$ cat src/rtl/gcfb_pkg.sv
package gcfb_pkg;

    typedef enum logic [1:0] {
        OP_ZOOM   = 2'd0,
        OP_SPEED  = 2'd1,
        OP_ANGLE  = 2'd2,
        OP_CENTER = 2'd3
    } op_t;

    localparam logic [7:0]  SYNC_0      = 8'h55;
    localparam logic [7:0]  SYNC_1      = 8'h66;
    localparam logic [7:0]  CTRL_BYTE   = 8'h01;
    localparam logic [7:0]  ZERO_BYTE   = 8'h00;
    localparam logic [7:0]  CENTER_ARG  = 8'h01;
    localparam logic [7:0]  ID_ZOOM     = 8'h0f;
    localparam logic [7:0]  ID_SPEED    = 8'h07;
    localparam logic [7:0]  ID_ANGLE    = 8'h0e;
    localparam logic [7:0]  ID_CENTER   = 8'h08;
    localparam logic [15:0] CRC_POLY    = 16'h1021;

    // byte positions inside the frame header
    localparam logic [3:0] POS_SYNC_0  = 4'd0;
    localparam logic [3:0] POS_SYNC_1  = 4'd1;
    localparam logic [3:0] POS_CTRL    = 4'd2;
    localparam logic [3:0] POS_LEN_LO  = 4'd3;
    localparam logic [3:0] POS_LEN_HI  = 4'd4;
    localparam logic [3:0] POS_SEQ_LO  = 4'd5;
    localparam logic [3:0] POS_SEQ_HI  = 4'd6;
    localparam logic [3:0] POS_CMD     = 4'd7;
    localparam logic [3:0] POS_PAYLOAD = 4'd8;

    typedef struct packed {
        logic [7:0]       cmd_id;
        logic [2:0]       plen;
        logic [3:0][7:0]  payload;
    } cmd_desc_t;

    function automatic logic [15:0] crc_update(input logic [15:0] crc, input logic [7:0] b);
        logic [15:0] c;
        c = crc ^ {b, 8'h00};
        for (int i = 0; i < 8; i++) begin
            if (c[15])
            begin
                c = {c[14:0], 1'b0} ^ CRC_POLY;
            end
            else
            begin
                c = {c[14:0], 1'b0};
            end
        end
        return c;
    endfunction

endpackage

$ cat src/rtl/gcfb_front.sv
module gcfb_front (
    input  logic [1:0]             operation,
    input  logic [15:0]            first_value,
    input  logic [15:0]            second_value,
    output gcfb_pkg::cmd_desc_t    desc
);

    always_comb
    begin
        desc = '0;
        unique case (gcfb_pkg::op_t'(operation))
            gcfb_pkg::OP_ZOOM:
            begin
                desc.cmd_id     = gcfb_pkg::ID_ZOOM;
                desc.plen       = 3'd2;
                desc.payload[0] = first_value[7:0];
                desc.payload[1] = second_value[7:0];
            end
            gcfb_pkg::OP_SPEED:
            begin
                desc.cmd_id     = gcfb_pkg::ID_SPEED;
                desc.plen       = 3'd2;
                desc.payload[0] = first_value[7:0];
                desc.payload[1] = second_value[7:0];
            end
            gcfb_pkg::OP_ANGLE:
            begin
                desc.cmd_id     = gcfb_pkg::ID_ANGLE;
                desc.plen       = 3'd4;
                desc.payload[0] = first_value[7:0];
                desc.payload[1] = first_value[15:8];
                desc.payload[2] = second_value[7:0];
                desc.payload[3] = second_value[15:8];
            end
            default:
            begin
                desc.cmd_id     = gcfb_pkg::ID_CENTER;
                desc.plen       = 3'd1;
                desc.payload[0] = gcfb_pkg::CENTER_ARG;
            end
        endcase
    end

endmodule

$ cat src/rtl/gcfb_queue.sv
module gcfb_queue #(
    parameter int DEPTH = 2
) (
    input  logic                   clk,
    input  logic                   rst_n,
    input  logic                   wr_en,
    input  gcfb_pkg::cmd_desc_t    wr_data,
    output logic                   full,
    input  logic                   rd_en,
    output gcfb_pkg::cmd_desc_t    rd_data,
    output logic                   rd_valid
);

    localparam int PTR_W = (DEPTH > 1) ? $clog2(DEPTH) : 1;
    localparam int CNT_W = $clog2(DEPTH + 1);

    gcfb_pkg::cmd_desc_t mem [DEPTH];

    logic [PTR_W-1:0] wr_ptr_reg, wr_ptr_next;
    logic [PTR_W-1:0] rd_ptr_reg, rd_ptr_next;
    logic [CNT_W-1:0] count_reg, count_next;
    logic             do_wr, do_rd;

    assign full     = (count_reg == CNT_W'(DEPTH));
    assign rd_valid = (count_reg != '0);
    assign rd_data  = mem[rd_ptr_reg];
    assign do_wr    = wr_en && !full;
    assign do_rd    = rd_en && rd_valid;

    always_comb
    begin
        wr_ptr_next = wr_ptr_reg;
        rd_ptr_next = rd_ptr_reg;
        count_next  = count_reg;
        if (do_wr)
        begin
            wr_ptr_next = (wr_ptr_reg == PTR_W'(DEPTH - 1)) ? '0 : wr_ptr_reg + 1'b1;
        end
        if (do_rd)
        begin
            rd_ptr_next = (rd_ptr_reg == PTR_W'(DEPTH - 1)) ? '0 : rd_ptr_reg + 1'b1;
        end
        if (do_wr && !do_rd)
        begin
            count_next = count_reg + 1'b1;
        end
        else if (do_rd && !do_wr)
        begin
            count_next = count_reg - 1'b1;
        end
    end

    always_ff @(posedge clk or negedge rst_n)
    begin
        if (!rst_n)
        begin
            wr_ptr_reg <= '0;
            rd_ptr_reg <= '0;
            count_reg  <= '0;
        end
        else
        begin
            wr_ptr_reg <= wr_ptr_next;
            rd_ptr_reg <= rd_ptr_next;
            count_reg  <= count_next;
        end
    end

    always_ff @(posedge clk)
    begin
        if (do_wr)
        begin
            mem[wr_ptr_reg] <= wr_data;
        end
    end

endmodule

$ cat src/rtl/gcfb_back.sv
module gcfb_back (
    input  logic                   clk,
    input  logic                   rst_n,
    input  gcfb_pkg::cmd_desc_t    desc,
    input  logic                   desc_valid,
    output logic                   desc_done,
    output logic [7:0]             frame_byte,
    output logic                   last_byte,
    output logic                   empty,
    input  logic                   pop
);

    logic [3:0]  idx_reg, idx_next;
    logic [15:0] crc_reg, crc_next;
    logic        out_valid_reg, out_valid_next;
    logic [7:0]  out_byte_reg, out_byte_next;
    logic        out_last_reg, out_last_next;

    logic [7:0]  cur_byte;
    logic [3:0]  crc_lo_pos;
    logic        is_last;
    logic        is_data;
    logic        advance;

    assign crc_lo_pos = gcfb_pkg::POS_PAYLOAD + {1'b0, desc.plen};
    assign is_data    = (idx_reg < crc_lo_pos);
    assign is_last    = (idx_reg == crc_lo_pos + 4'd1);
    // refill the output register in the same cycle it is drained
    assign advance    = desc_valid && (!out_valid_reg || pop);
    assign desc_done  = advance && is_last;

    always_comb
    begin
        case (idx_reg)
            gcfb_pkg::POS_SYNC_0: cur_byte = gcfb_pkg::SYNC_0;
            gcfb_pkg::POS_SYNC_1: cur_byte = gcfb_pkg::SYNC_1;
            gcfb_pkg::POS_CTRL:   cur_byte = gcfb_pkg::CTRL_BYTE;
            gcfb_pkg::POS_LEN_LO: cur_byte = {5'd0, desc.plen};
            gcfb_pkg::POS_LEN_HI: cur_byte = gcfb_pkg::ZERO_BYTE;
            gcfb_pkg::POS_SEQ_LO: cur_byte = gcfb_pkg::ZERO_BYTE;
            gcfb_pkg::POS_SEQ_HI: cur_byte = gcfb_pkg::ZERO_BYTE;
            gcfb_pkg::POS_CMD:    cur_byte = desc.cmd_id;
            default:
            begin
                if (is_data)
                begin
                    cur_byte = desc.payload[idx_reg[1:0]];
                end
                else if (idx_reg == crc_lo_pos)
                begin
                    cur_byte = crc_reg[7:0];
                end
                else
                begin
                    cur_byte = crc_reg[15:8];
                end
            end
        endcase
    end

    always_comb
    begin
        idx_next       = idx_reg;
        crc_next       = crc_reg;
        out_valid_next = out_valid_reg;
        out_byte_next  = out_byte_reg;
        out_last_next  = out_last_reg;
        if (advance)
        begin
            out_valid_next = 1'b1;
            out_byte_next  = cur_byte;
            out_last_next  = is_last;
            if (is_last)
            begin
                idx_next = '0;
                crc_next = '0;
            end
            else
            begin
                idx_next = idx_reg + 4'd1;
                if (is_data)
                begin
                    crc_next = gcfb_pkg::crc_update(crc_reg, cur_byte);
                end
            end
        end
        else if (pop)
        begin
            out_valid_next = 1'b0;
        end
    end

    always_ff @(posedge clk or negedge rst_n)
    begin
        if (!rst_n)
        begin
            idx_reg       <= '0;
            crc_reg       <= '0;
            out_valid_reg <= 1'b0;
        end
        else
        begin
            idx_reg       <= idx_next;
            crc_reg       <= crc_next;
            out_valid_reg <= out_valid_next;
        end
    end

    always_ff @(posedge clk)
    begin
        out_byte_reg <= out_byte_next;
        out_last_reg <= out_last_next;
    end

    assign frame_byte = out_byte_reg;
    assign last_byte  = out_last_reg;
    assign empty      = !out_valid_reg;

endmodule

$ cat src/rtl/gimbal_command_frame_builder_core.sv
// channel   direction  handshake             payload
// command   in         push / full           operation, first_value, second_value
// frame     out        empty / pop           frame_byte, last_byte
//
// one frame byte per cycle unless pop stalls the serializer: 12 bytes for zoom
// and speed, 14 for angle, 11 for centering; frames follow each other with no gap
// commands wait in a QUEUE_DEPTH entry queue between decode and serializer
// the crc takes one byte per unstalled cycle as header and payload bytes go out
// reset (rst_n low, asynchronous) empties the queue and the output register
// a stalled pop holds the current byte and, once the queue fills, raises full
module gimbal_command_frame_builder_core #(
    parameter int QUEUE_DEPTH = 2
) (
    input  logic        clk,
    input  logic        rst_n,
    input  logic        push,
    output logic        full,
    input  logic [1:0]  operation,
    input  logic [15:0] first_value,
    input  logic [15:0] second_value,
    output logic        empty,
    input  logic        pop,
    output logic [7:0]  frame_byte,
    output logic        last_byte
);

    gcfb_pkg::cmd_desc_t in_desc;
    gcfb_pkg::cmd_desc_t head_desc;
    logic                head_valid;
    logic                head_done;

    gcfb_front u_front (
        .operation    (operation),
        .first_value  (first_value),
        .second_value (second_value),
        .desc         (in_desc)
    );

    gcfb_queue #(
        .DEPTH (QUEUE_DEPTH)
    ) u_queue (
        .clk      (clk),
        .rst_n    (rst_n),
        .wr_en    (push),
        .wr_data  (in_desc),
        .full     (full),
        .rd_en    (head_done),
        .rd_data  (head_desc),
        .rd_valid (head_valid)
    );

    gcfb_back u_back (
        .clk        (clk),
        .rst_n      (rst_n),
        .desc       (head_desc),
        .desc_valid (head_valid),
        .desc_done  (head_done),
        .frame_byte (frame_byte),
        .last_byte  (last_byte),
        .empty      (empty),
        .pop        (pop)
    );

endmodule

$ cat config.mk
export PLATFORM = sky130hd
export DESIGN_NAME = gimbal_command_frame_builder_core
export DESIGN_NICKNAME = d
export VERILOG_FILES = /design/src/rtl/gcfb_pkg.sv /design/src/rtl/gcfb_front.sv /design/src/rtl/gcfb_queue.sv /design/src/rtl/gcfb_back.sv /design/src/rtl/gimbal_command_frame_builder_core.sv
export SDC_FILE = /design/constraint.sdc
export NUM_CORES = 1
export LEC_CHECK = 0
export ABC_CLOCK_PERIOD_IN_PS = 3700
export BUFFER_PORTS_ARGS = -buffer_cell sky130_fd_sc_hd__buf_2
export CAP_MARGIN = 0
export CORE_MARGIN = 1
export CORE_UTILIZATION = 44
export CTS_CLUSTER_DIAMETER = 30
export CTS_CLUSTER_SIZE = 24
export DETAILED_ROUTE_END_ITERATION = 8
export GPL_TIMING_DRIVEN = 0
export SYNTH_ARGS = -nofsm -noshare
export SYNTH_HDL_FRONTEND = slang
export SYNTH_SLANG_ARGS = --single-unit
$ cat constraint.sdc
create_clock -name clk -period 3.7 [get_ports clk]
set_input_delay 0.37 -clock clk [delete_from_list [all_inputs] [get_ports clk]]
set_output_delay 0.37 -clock clk [all_outputs]
set_load 0.02 [all_outputs]
==> results.sh, run 1 <==
export IMPL_status="finished, final reports clean"
export IMPL_maxCapViolCount=0
export IMPL_drtPass1Iterations=4
export IMPL_critical_path_max_stage_delay_ns=0.41
export IMPL_start_kind="flip-flop"
export IMPL_nNetsFinal=510
export IMPL_fin_crit_sh=0.935
export IMPL_dp_slack_ns=0.100
export IMPL_drc=0
export IMPL_ys_seq_area_frac=0.564
export IMPL_setup_viol=0
export IMPL_antenna_cells=0
export IMPL_critPathBufInv=2
export IMPL_drive_above_1_share=0.259
export IMPL_fin_crit_ns=3.46
export IMPL_grt_max_degree=38
export IMPL_rows=40
export IMPL_die_area_sq_um=13000
export IMPL_final_util=0.524
export IMPL_grt_overflow=0
export IMPL_syn_area_sq_um=5530
export IMPL_worstSkewPairLatency_ns=0.36
export IMPL_grt_total_usage=0.194
export IMPL_wire_per_inst_microns=18.0
export IMPL_ios=49
export IMPL_grt_pass1_vias=3475
export IMPL_start_util=0.457
export IMPL_hold_viol=0
export IMPL_min_path_type="primary input to async pin"
export IMPL_rsz0062_at_grt="false"
export IMPL_io_buffers=47
export IMPL_yosys_register_bits=108
export IMPL_dp_hpwl_mm=7.95
export IMPL_p_per_area_nw_per_um2=1080
export IMPL_largest_reg_flops=74
export IMPL_synthArstFlopShare=0.231
export IMPL_htreeDepth=3
export IMPL_netlist_cell_type_count=77
export IMPL_syn_to_final_growth_pct=14.7
export IMPL_die_h_microns=114
export IMPL_crit_required_ns=3.95
export IMPL_tightest_slew_ns=1.02
export IMPL_irDropWorstVdd_uv=393
export IMPL_yosysWarnings=0
export IMPL_cts_clk_slew_worst_paths_ns=0.08
export IMPL_fin_skew_ns=0.00869
export IMPL_worstPathArrival_ns=3.71
export IMPL_avgViaCountPerCell=5.34
export IMPL_synth_edf_count=83
export IMPL_antenna_found_initial=0
export IMPL_fill_cells=1088
export IMPL_grt_pass1_wl_mm=18.5
export IMPL_die_w_microns=114
export IMPL_root_buffer="clkbuf_16"
export IMPL_route_antenna_remaining_nets=0
export IMPL_path_class="flip-flop to flip-flop"
export IMPL_multi_input_area_sq_um=2250
export IMPL_p_leak_uw=0.00253
export IMPL_regArea_sq_um=3120
export IMPL_core_area_sq_um=12100
export IMPL_tritoncts="yes"
export IMPL_syn_avg_cell_area_sq_um=13.7
export IMPL_path_cells="buf_6 -> buf_8 -> mux2_2 -> ha_1 -> nand4_4 -> mux2i_1 -> nor2_1 -> o32ai_4 -> xor2_4 -> xnor3_1 -> a22o_1"
export IMPL_max_freq_mhz=289
export IMPL_wirelength_mm=11.5
export IMPL_drt_initial_drc_count=193
export IMPL_fin_ws_ns=0.241
export IMPL_vias=3395
export IMPL_synth_cells=404
export IMPL_crit_slowest_cell="dfrtp_1"
export IMPL_cts_buffers=9
export IMPL_syn_num_nets=451
export IMPL_endpoint_kind="flip-flop"
export IMPL_cts_buffer_depth=2
export IMPL_gp_congestion=0.849
export IMPL_slew_headroom=0.313
export IMPL_critPathTopFamily="XOR/XNOR gates"
export IMPL_ys_flop_type="edfxtp_1"
export IMPL_cts_sinks=108
export IMPL_tns_ns=0
export IMPL_maxSlewViolCount=0
export IMPL_path_max_fanout=10
==> cell usage in the layout (no fill, tap or decap), drive strengths merged, types with 9 or more instances in the layout <==
master	instances
nor3	9
buf	58
ha	9
o21ai	22
a21oi	11
xnor2	10
nand2	28
inv	24
mux2i	31
edfxtp	83
nor2	11
dfrtp	25
clkbuf	14
xor2	12
and2	20
==> worst register-to-register path, cell delays in order (launching register included) <==
cell and delay, ns:
dfrtp_1 0.41, buf_6 0.21, buf_8 0.18, mux2_2 0.38
ha_1 0.40, nand4_4 0.21, mux2i_1 0.24, nor2_1 0.09
o32ai_4 0.41, xor2_4 0.29, xnor3_1 0.35, a22o_1 0.20
==> repair_timing <==
action | CTS | global route
hold buffers | 0 | 0
setup endpoints to repair | 0 | 3
setup buffers | 0 | 0
resized for setup | 0 | 5
hold endpoints to repair | 0 | 0
==> cell families (layout without fill, tap and decap cells) <==
group / after synthesis / after routing / synth area share
xor+xnor: 27 / 27 / 0.0643
compound gates: 78 / 78 / 0.109
simple gates: 102 / 102 / 0.105
mux: 44 / 44 / 0.100
flops: 108 / 108 / 0.564
fa+ha+maj: 9 / 9 / 0.0204
buf+inv: 36 / 100 / 0.0371
==> final timing paths <==
| check | from | end | slack (ns) | cells after the start |
|---|---|---|---|---|
| worst max-delay path | u_queue.rd_ptr_reg$_DFFE_PN0P_ | u_back.crc_reg[6]$_DFFE_PN0P_ | 0.24 | 11 |
| worst min-delay path | rst_n | u_back.crc_reg[7]$_DFFE_PN0P_ | 0.02 | 1 |
| worst max register to register | u_queue.rd_ptr_reg$_DFFE_PN0P_ | u_back.crc_reg[6]$_DFFE_PN0P_ | 0.24 | 11 |
| worst min register to register | u_back.out_valid_reg$_DFFE_PN0P_ | u_back.out_valid_reg$_DFFE_PN0P_ | 0.50 | 2 |
| max in group asynchronous | rst_n | u_back.crc_reg[15]$_DFFE_PN0P_ | 3.28 | 1 |
| min in group clk | pop | u_back.out_valid_reg$_DFFE_PN0P_ | 0.27 | 3 |
==> per-layer routing <==
layer | GRT usage | up-vias | part of all wire
met1 | 0.250 | 1687 | 0.46
met5 | 0 | - | 0
met2 | 0.321 | 67 | 0.49
li1 | - | 1627 | -
met3 | 0.0529 | 14 | 0.033
met4 | 0.0580 | 0 | 0.014
==> synthesized netlist by cell type (all sizes together) (2+ instances only) <==
cell type	n	area [sq um]
a21oi	11	58.8
edfxtp	83	2490
clkbuf	5	38.8
xnor3	5	114
mux4	8	188
nand2	28	110
ha	9	113
nand3b	2	15.0
o32ai	2	36.3
and2b	2	16.3
and3	4	26.3
or4b	2	20.0
a22oi	6	45.0
o21bai	2	15.0
inv	21	78.8
o21a	3	22.5
a31oi	4	25.0
nand4	3	25.0
mux2	5	56.3
nand2b	7	43.8
nand3	6	35.0
nor3	9	50.1
a211o	3	28.8
nor2	11	43.8
dfrtp	25	626
mux2i	31	310
nor3b	2	15.0
buf	10	87.6
a211oi	4	42.5
o21ai	22	125
a22o	8	71.3
nor2b	2	12.5
xnor2	10	103
xor2	12	139
nor4	2	27.5
and2	20	128
==> cell type report <==
| type | count | area share |
|---|---|---|
| buffer | 15 | 0.0199 |
| timing repair buffer | 48 | 0.0402 |
| clock buffer | 9 | 0.0355 |
| clock inverter | 7 | 0.0126 |
| tap | 168 | 0.0331 |
| inverter | 21 | 0.0124 |
| multi-input combinational | 260 | 0.355 |
| sequential | 108 | 0.492 |
==> report_power, final <==
group	total, uW	switching [uW]	internal [uW]
sequential	2010	220	1790
clock	999	464	535
combinational	3830	2010	1820
==> per-stage QoR <==
| stage | hold WS [ns] | instance area, sq um | std cells | power [uW] |
|---|---|---|---|---|
| 2_1_floorplan | 0.0744 | 5530 | 404 | 5010 |
| 3_3_place_gp | 0.417 | 5970 | 619 | 5750 |
| 3_5_place_dp | 0.433 | 6000 | 620 | 5820 |
| 4_1_cts | 0.0461 | 6310 | 636 | 6830 |
| 5_1_grt | 0.0650 | 6340 | 636 | 7300 |
| 6_report | 0.0200 | 6340 | 636 | 6840 |
No activity file was read; power rests on OpenSTA's default activity.
==> run 2: changes to the inputs <==
==> constraint.sdc (replaced) <==
create_clock -name clk -period 3.7 [get_ports clk]
set_input_delay 0.185 -clock clk [delete_from_list [all_inputs] [get_ports clk]]
set_output_delay 0.185 -clock clk [all_outputs]
set_load 0.02 [all_outputs]
==> run 2 against run 1 <==
Net effect:
- final cell count rose by 0.16%
- die area did not move
- critical path type unchanged
- sequential power barely moved
- design area rose by 0.16%
- worst setup slack improved by 0.019 ns
- flip-flop and latch count did not move
- non-clock buffer count rose by 1
- clock-buffer cell count did not move
==> results.sh, run 2 (synthesized netlist as in run 1, its figures left out) <==
export IMPL_status="finished, final reports clean"
export IMPL_slew_headroom=0.303
export IMPL_final_common_cell="edfxtp_1"
export IMPL_dp_hpwl_mm=7.95
export IMPL_worstPathArrival_ns=3.69
export IMPL_cts_buffers=9
export IMPL_largest_reg_flops=74
export IMPL_core_area_sq_um=12100
export IMPL_drtPass1Iterations=4
export IMPL_path_max_fanout=10
export IMPL_finalPower_uw=6840
export IMPL_syn_to_final_growth_pct=14.9
export IMPL_p_per_area_nw_per_um2=1080
export IMPL_final_util=0.524
export IMPL_max_freq_mhz=291
export IMPL_maxSlewViolCount=0
export IMPL_min_path_type="primary input to flip-flop"
export IMPL_rows=40
export IMPL_rr_startpoint="u_queue.rd_ptr_reg$_DFFE_PN0P_"
export IMPL_start_kind="flip-flop"
export IMPL_die_w_microns=114
export IMPL_grt_pass1_vias=3487
export IMPL_vias=3400
export IMPL_io_buffers=47
export IMPL_rsz0062_at_grt="false"
export IMPL_layoutNonFillerInstCount=637
export IMPL_crit_slowest_cell="o32ai_4"
export IMPL_start_util=0.457
export IMPL_fin_crit_sh=0.930
export IMPL_path_class="flip-flop to flip-flop"
export IMPL_place_area_sq_um=6000
export IMPL_drc=0
export IMPL_irDropWorstVdd_uv=394
export IMPL_worstSkewPairLatency_ns=0.36
export IMPL_dpl_cell_count=620
export IMPL_crit_required_ns=3.95
export IMPL_grt_max_degree=38
export IMPL_wire_per_inst_microns=18.1
export IMPL_antenna_found_initial=0
export IMPL_grt_total_usage=0.194
export IMPL_avgViaCountPerCell=5.34
export IMPL_wirelength_mm=11.5
export IMPL_setup_viol=0
export IMPL_root_buffer="clkbuf_16"
export IMPL_die_area_sq_um=13000
export IMPL_cts_clk_slew_worst_paths_ns=0.08
export IMPL_route_antenna_remaining_nets=0
export IMPL_die_h_microns=114
export IMPL_hp_start="pop"
export IMPL_layout_common_cells="edfxtp_1 (83), buf_2 (51), mux2i_1 (31)"
export IMPL_antenna_cells=0
export IMPL_critPathLaunch="u_queue.rd_ptr_reg$_DFFE_PN0P_"
export IMPL_fill_cells=1087
export IMPL_cts_sinks=108
export IMPL_fin_area_sq_um=6350
export IMPL_fin_crit_ns=3.44
export IMPL_ios=49
export IMPL_grt_pass1_wl_mm=18.5
export IMPL_critPathBufInv=2
export IMPL_critical_path_max_stage_delay_ns=0.41
export IMPL_path_cells="buf_6 -> buf_8 -> mux2_2 -> ha_1 -> nand4_4 -> mux2i_1 -> nor2_1 -> o32ai_4 -> xor2_4 -> xnor3_1 -> a22o_1"
export IMPL_tritoncts="yes"
export IMPL_fin_skew_ns=0.00964
export IMPL_hold_viol=0
export IMPL_cts_buffer_depth=2
export IMPL_gp_congestion=0.849
export IMPL_tns_ns=0
export IMPL_p_leak_uw=0.00253
export IMPL_post_cts_setup_buffers=0
export IMPL_htreeDepth=3
export IMPL_critPathTopFamily="XOR/XNOR gates"
export IMPL_endpoint_kind="flip-flop"
export IMPL_drt_initial_drc_count=173
export IMPL_drive_above_1_share=0.258
export IMPL_tightest_slew_ns=1.03
export IMPL_maxCapViolCount=0
export IMPL_nNetsFinal=511
export IMPL_grt_overflow=0
run 2: cell types whose count changed in the layout (fill, tap and decap cells not counted):
cell and change:
dlygate4sd3_1 +1
run 2: final timing paths:
kind	to	slack, ns	cells after the start
max in group asynchronous	u_back.crc_reg[14]$_DFFE_PN0P_	2.90	2
hold reg to reg	u_back.out_valid_reg$_DFFE_PN0P_	0.50	2
hold / removal	u_back.out_valid_reg$_DFFE_PN0P_	0.08	3
setup / recovery	u_back.crc_reg[6]$_DFFE_PN0P_	0.26	11
setup reg to reg	u_back.crc_reg[6]$_DFFE_PN0P_	0.26	11
min in group asynchronous	u_back.crc_reg[0]$_DFFE_PN0P_	0.39	2
run 2: report_power, final:
part           internal [uW]  switching [uW]
clock                    535             467
combinational           1820            2010
sequential              1790             220
run 2: stage by stage:
stage               setup slack, ns  hold WS, ns
floorplan                     0.638       -0.111
global placement             0.0811        0.232
detailed placement            0.100        0.248
CTS                          0.0717       0.0811
global route                 0.0740        0.104
finish                        0.260       0.0834
run 2: routing by layer:
layer,track usage,up-vias,part of all wire
met5,0,-,0
met2,0.322,65,0.49
li1,-,1626,-
met3,0.0529,13,0.030
met1,0.250,1696,0.46
met4,0.0580,0,0.016
run 2: final cells by class:
cell class	instances	area, sq um	area share
timing repair buffer	49	265	0.0418
clock inverter	7	80.1	0.0126
inverter	21	78.8	0.0124
clock buffer	9	225	0.0355
multi-input combinational	260	2250	0.354
tap	168	210	0.0331
buffer	15	126	0.0199
sequential	108	3120	0.491
run 2: timing repair:
action,4_1_cts,5_1_grt
endpoints found under the setup margin,0,3
resized for setup,0,5
hold buffers,1,0
endpoints found under the hold margin,25,0
run 2: worst min-delay path, cell delays in order:
cell and delay [ns]:
buf_2 0.07, nand2b_1 0.11, nand2_1 0.05
==> run 3: changes to the inputs <==
Settings changed: SYNTH_HIERARCHICAL from default to 1, TNS_END_PERCENT from default to 1.
==> run 3 against run 2 <==
Net effect:
- maximum frequency grew 2.4%
- flip-flop and latch count grew 12
- clock power grew 57%
- register-to-register slack gained 0.08 ns
- wire length shrank 3.2%
- largest cell class unchanged
==> results.sh, run 3 <==
export IMPL_status="finished, final reports clean"
export IMPL_final_util=0.536
export IMPL_syn_avg_cell_area_sq_um=15.0
export IMPL_synth_xor_area_frac=0.0555
export IMPL_setup_viol=0
export IMPL_grt_max_degree=35
export IMPL_critPathBufInv=2
export IMPL_grt_overflow=0
export IMPL_route_antenna_remaining_nets=0
export IMPL_synth_edf_count=95
export IMPL_critPathTopFamily="multiplexers"
export IMPL_antenna_found_initial=0
export IMPL_synth_top_cell_by_area="edfxtp_1"
export IMPL_path_class="flip-flop to flip-flop"
export IMPL_start_util=0.453
export IMPL_worstSkewPairLatency_ns=0.42
export IMPL_yosysWarnings=6
export IMPL_maxCapViolCount=0
export IMPL_cts_buffer_depth=2
export IMPL_ios=49
export IMPL_die_h_microns=119
export IMPL_drt_initial_drc_count=224
export IMPL_top_layer="met4"
export IMPL_fin_crit_ns=3.36
export IMPL_drtPass1Iterations=4
export IMPL_tightest_slew_ns=0.610
export IMPL_crit_slowest_cell="mux2_2"
export IMPL_rr_worst_depth=12
export IMPL_hold_viol=0
export IMPL_grt_total_usage=0.173
export IMPL_wl_met2_mm=5.49
export IMPL_combPwrFrac=0.474
export IMPL_htreeDepth=4
export IMPL_hold_path_depth=2
export IMPL_path_max_fanout=10
export IMPL_clkPwrFrac=0.220
export IMPL_syn_to_final_growth_pct=18.3
export IMPL_fin_skew_ns=0.0105
export IMPL_rows=42
export IMPL_tritoncts="yes"
export IMPL_regArea_sq_um=3480
export IMPL_syn_area_sq_um=6000
export IMPL_synth_most_common_cell="edfxtp_1"
export IMPL_antenna_cells=0
export IMPL_cts_buffers=17
export IMPL_layout_common_cells="edfxtp_1 (95), buf_2 (49), mux2_4 (39)"
export IMPL_largest_reg_flops=86
export IMPL_timing_rr_end="u_back/crc_reg[7]$_DFFE_PN0P_"
export IMPL_max_freq_mhz=298
export IMPL_yosys_register_bits=120
export IMPL_drc=0
export IMPL_synthSimpleGateAreaFrac=0.0711
export IMPL_synthArstFlopShare=0.208
export IMPL_io_buffers=48
export IMPL_fill_cells=1137
export IMPL_die_w_microns=119
export IMPL_dp_slack_ns=0.340
export IMPL_grt_pass1_wl_mm=17.9
export IMPL_synthTopCellsByCount="edfxtp_1 (95), mux2_4 (39), nand2_1 (29), dfrtp_1 (25), and2_1 (20)"
export IMPL_finalPower_uw=7140
export IMPL_synthAdderAreaFrac=0.0188
export IMPL_synth_area_leaders="edfxtp_1 (48%), dfrtp_1 (10%), mux2_4 (9.8%)"
export IMPL_p_sw_uw=2580
export IMPL_nNetsFinal=519
export IMPL_p_leak_uw=0.00283
export IMPL_wl_met3_microns=427
export IMPL_cts_clk_slew_worst_paths_ns=0.05
export IMPL_fin_ws_ns=0.341
export IMPL_slew_headroom=0.593
export IMPL_swShare=0.362
export IMPL_cts_resized=0
export IMPL_seq_power_share=0.306
export IMPL_p_per_area_nw_per_um2=1010
export IMPL_fin_crit_sh=0.908
export IMPL_worstPathArrival_ns=3.66
export IMPL_cts_sinks=120
export IMPL_netlist_cell_type_count=53
export IMPL_synth_cells=399
export IMPL_start_kind="flip-flop"
export IMPL_wirelength_mm=11.2
export IMPL_crit_top_cell="xnor2_2"
export IMPL_vias=3314
export IMPL_drive_above_1_share=0.377
export IMPL_ff2ff_setup_slack_ns=0.34
export IMPL_muxShareOfSynthArea=0.166
export IMPL_irDropWorstVdd_uv=427
export IMPL_yosysTopAreaCellShare=0.476
export IMPL_critical_path_max_stage_delay_ns=0.39
export IMPL_ys_flop_type="edfxtp_1"
export IMPL_ys_seq_area_frac=0.580
export IMPL_crit_required_ns=4.00
export IMPL_critPathLaunch="u_queue/rd_ptr_reg$_DFFE_PN0P_"
export IMPL_core_area_sq_um=13200
export IMPL_dpl_cell_count=628
export IMPL_grt_pass1_vias=3445
export IMPL_endpoint_kind="flip-flop"
export IMPL_layoutNonFillerInstCount=661
export IMPL_final_common_cell="edfxtp_1"
export IMPL_hp_start="first_value[0]"
export IMPL_rsz0062_at_grt="false"
export IMPL_die_area_sq_um=14100
export IMPL_wl_met1_mm=5.02
export IMPL_rr_startpoint="u_queue/rd_ptr_reg$_DFFE_PN0P_"
export IMPL_min_path_type="primary input to flip-flop"
export IMPL_root_buffer="clkbuf_16"
export IMPL_wire_per_inst_microns=16.9
export IMPL_synth_top_family_by_area="multiplexers"
export IMPL_multi_input_area_sq_um=2260
export IMPL_synth_compound_area_frac=0.0620
export IMPL_timing_hold_ws_ns=0.0506
export IMPL_min_to="u_queue/mem[1][0]$_DFFE_PP_"
export IMPL_path_cells="buf_6 -> buf_12 -> mux2_4 -> ha_1 -> nand4_2 -> mux2_2 -> mux2i_1 -> a21oi_2 -> xnor2_2 -> xnor2_2 -> xnor2_1 -> a22o_1"
export IMPL_gp_congestion=0.834
export IMPL_avgViaCountPerCell=5.01
export IMPL_p_int_uw=4560
export IMPL_dp_hpwl_mm=7.84
export IMPL_maxSlewViolCount=0
==> run 3: cell types whose count changed after synthesis, sizes merged, moves of 4 or more <==
cell    previous run  this run
a22oi              6         0
edfxtp            83        95
inv               21        13
xnor3              5         0
o21ai             22        26
nand3              6         0
mux2               5        52
mux2i             31         8
xnor2             10        18
nor3               9         3
buf               10        17
==> run 3: layout make-up <==
cell class	instances	share of cell area
buffer	21	0.0321
clock buffer	20	0.0616
clock inverter	12	0.0180
inverter	13	0.00688
multi-input combinational	248	0.319
sequential	120	0.490
tap	176	0.0310
timing repair buffer	51	0.0409
==> run 3: timing repair <==
action	CTS	global route
hold buffers	1	0
hold endpoints to repair	25	0
setup endpoints to repair	0	0
buffers inserted	0	0
==> run 3: routing by layer <==
| metal | global-route usage | up-vias |
|---|---|---|
| met1 | 0.207 | 1614 |
| met2 | 0.288 | 76 |
| met4 | 0.0815 | 0 |
| li1 | - | 1605 |
| met3 | 0.0468 | 19 |
| met5 | 0 | - |
==> run 3: metrics by stage <==
step / TNS (ns) / cell area [sq um]
6_report: 0 / 7090
3_3_place_gp: -12.73 / 6470
4_1_cts: 0 / 7090
2_1_floorplan: 0 / 6010
3_5_place_dp: 0 / 6520
5_1_grt: 0 / 7090
==> run 3: power groups by stage <==
stage                     clock network, uW  logic (uW)  registers (uW)
after floorplan                           0        2620            2240
after global placement                    0        3330            2220
after global routing                   1650        3660            2230
final                                  1570        3390            2180
after detailed placement                  0        3400            2210
after CTS                              1610        3410            2190
==> run 3: logic make-up after synthesis <==
family / after synthesis
simple gates: 80
flops: 120
mux: 68
compound gates: 55
buf+inv: 34
xor+xnor: 32
fa+ha+maj: 9
other cells: 1
==> run 3: worst max path at each step <==
| stage | end | cells past startpoint |
|---|---|---|
| global placement | u_queue/mem[0][6]$_DFFE_PP_ | 3 |
| CTS | u_back/crc_reg[8]$_DFFE_PN0P_ | 12 |
| finish | u_back/crc_reg[7]$_DFFE_PN0P_ | 12 |
| global route | u_back/crc_reg[8]$_DFFE_PN0P_ | 11 |
| floorplan | u_back/crc_reg[7]$_DFFE_PN0P_ | 12 |
| detailed placement | u_back/crc_reg[8]$_DFFE_PN0P_ | 12 |
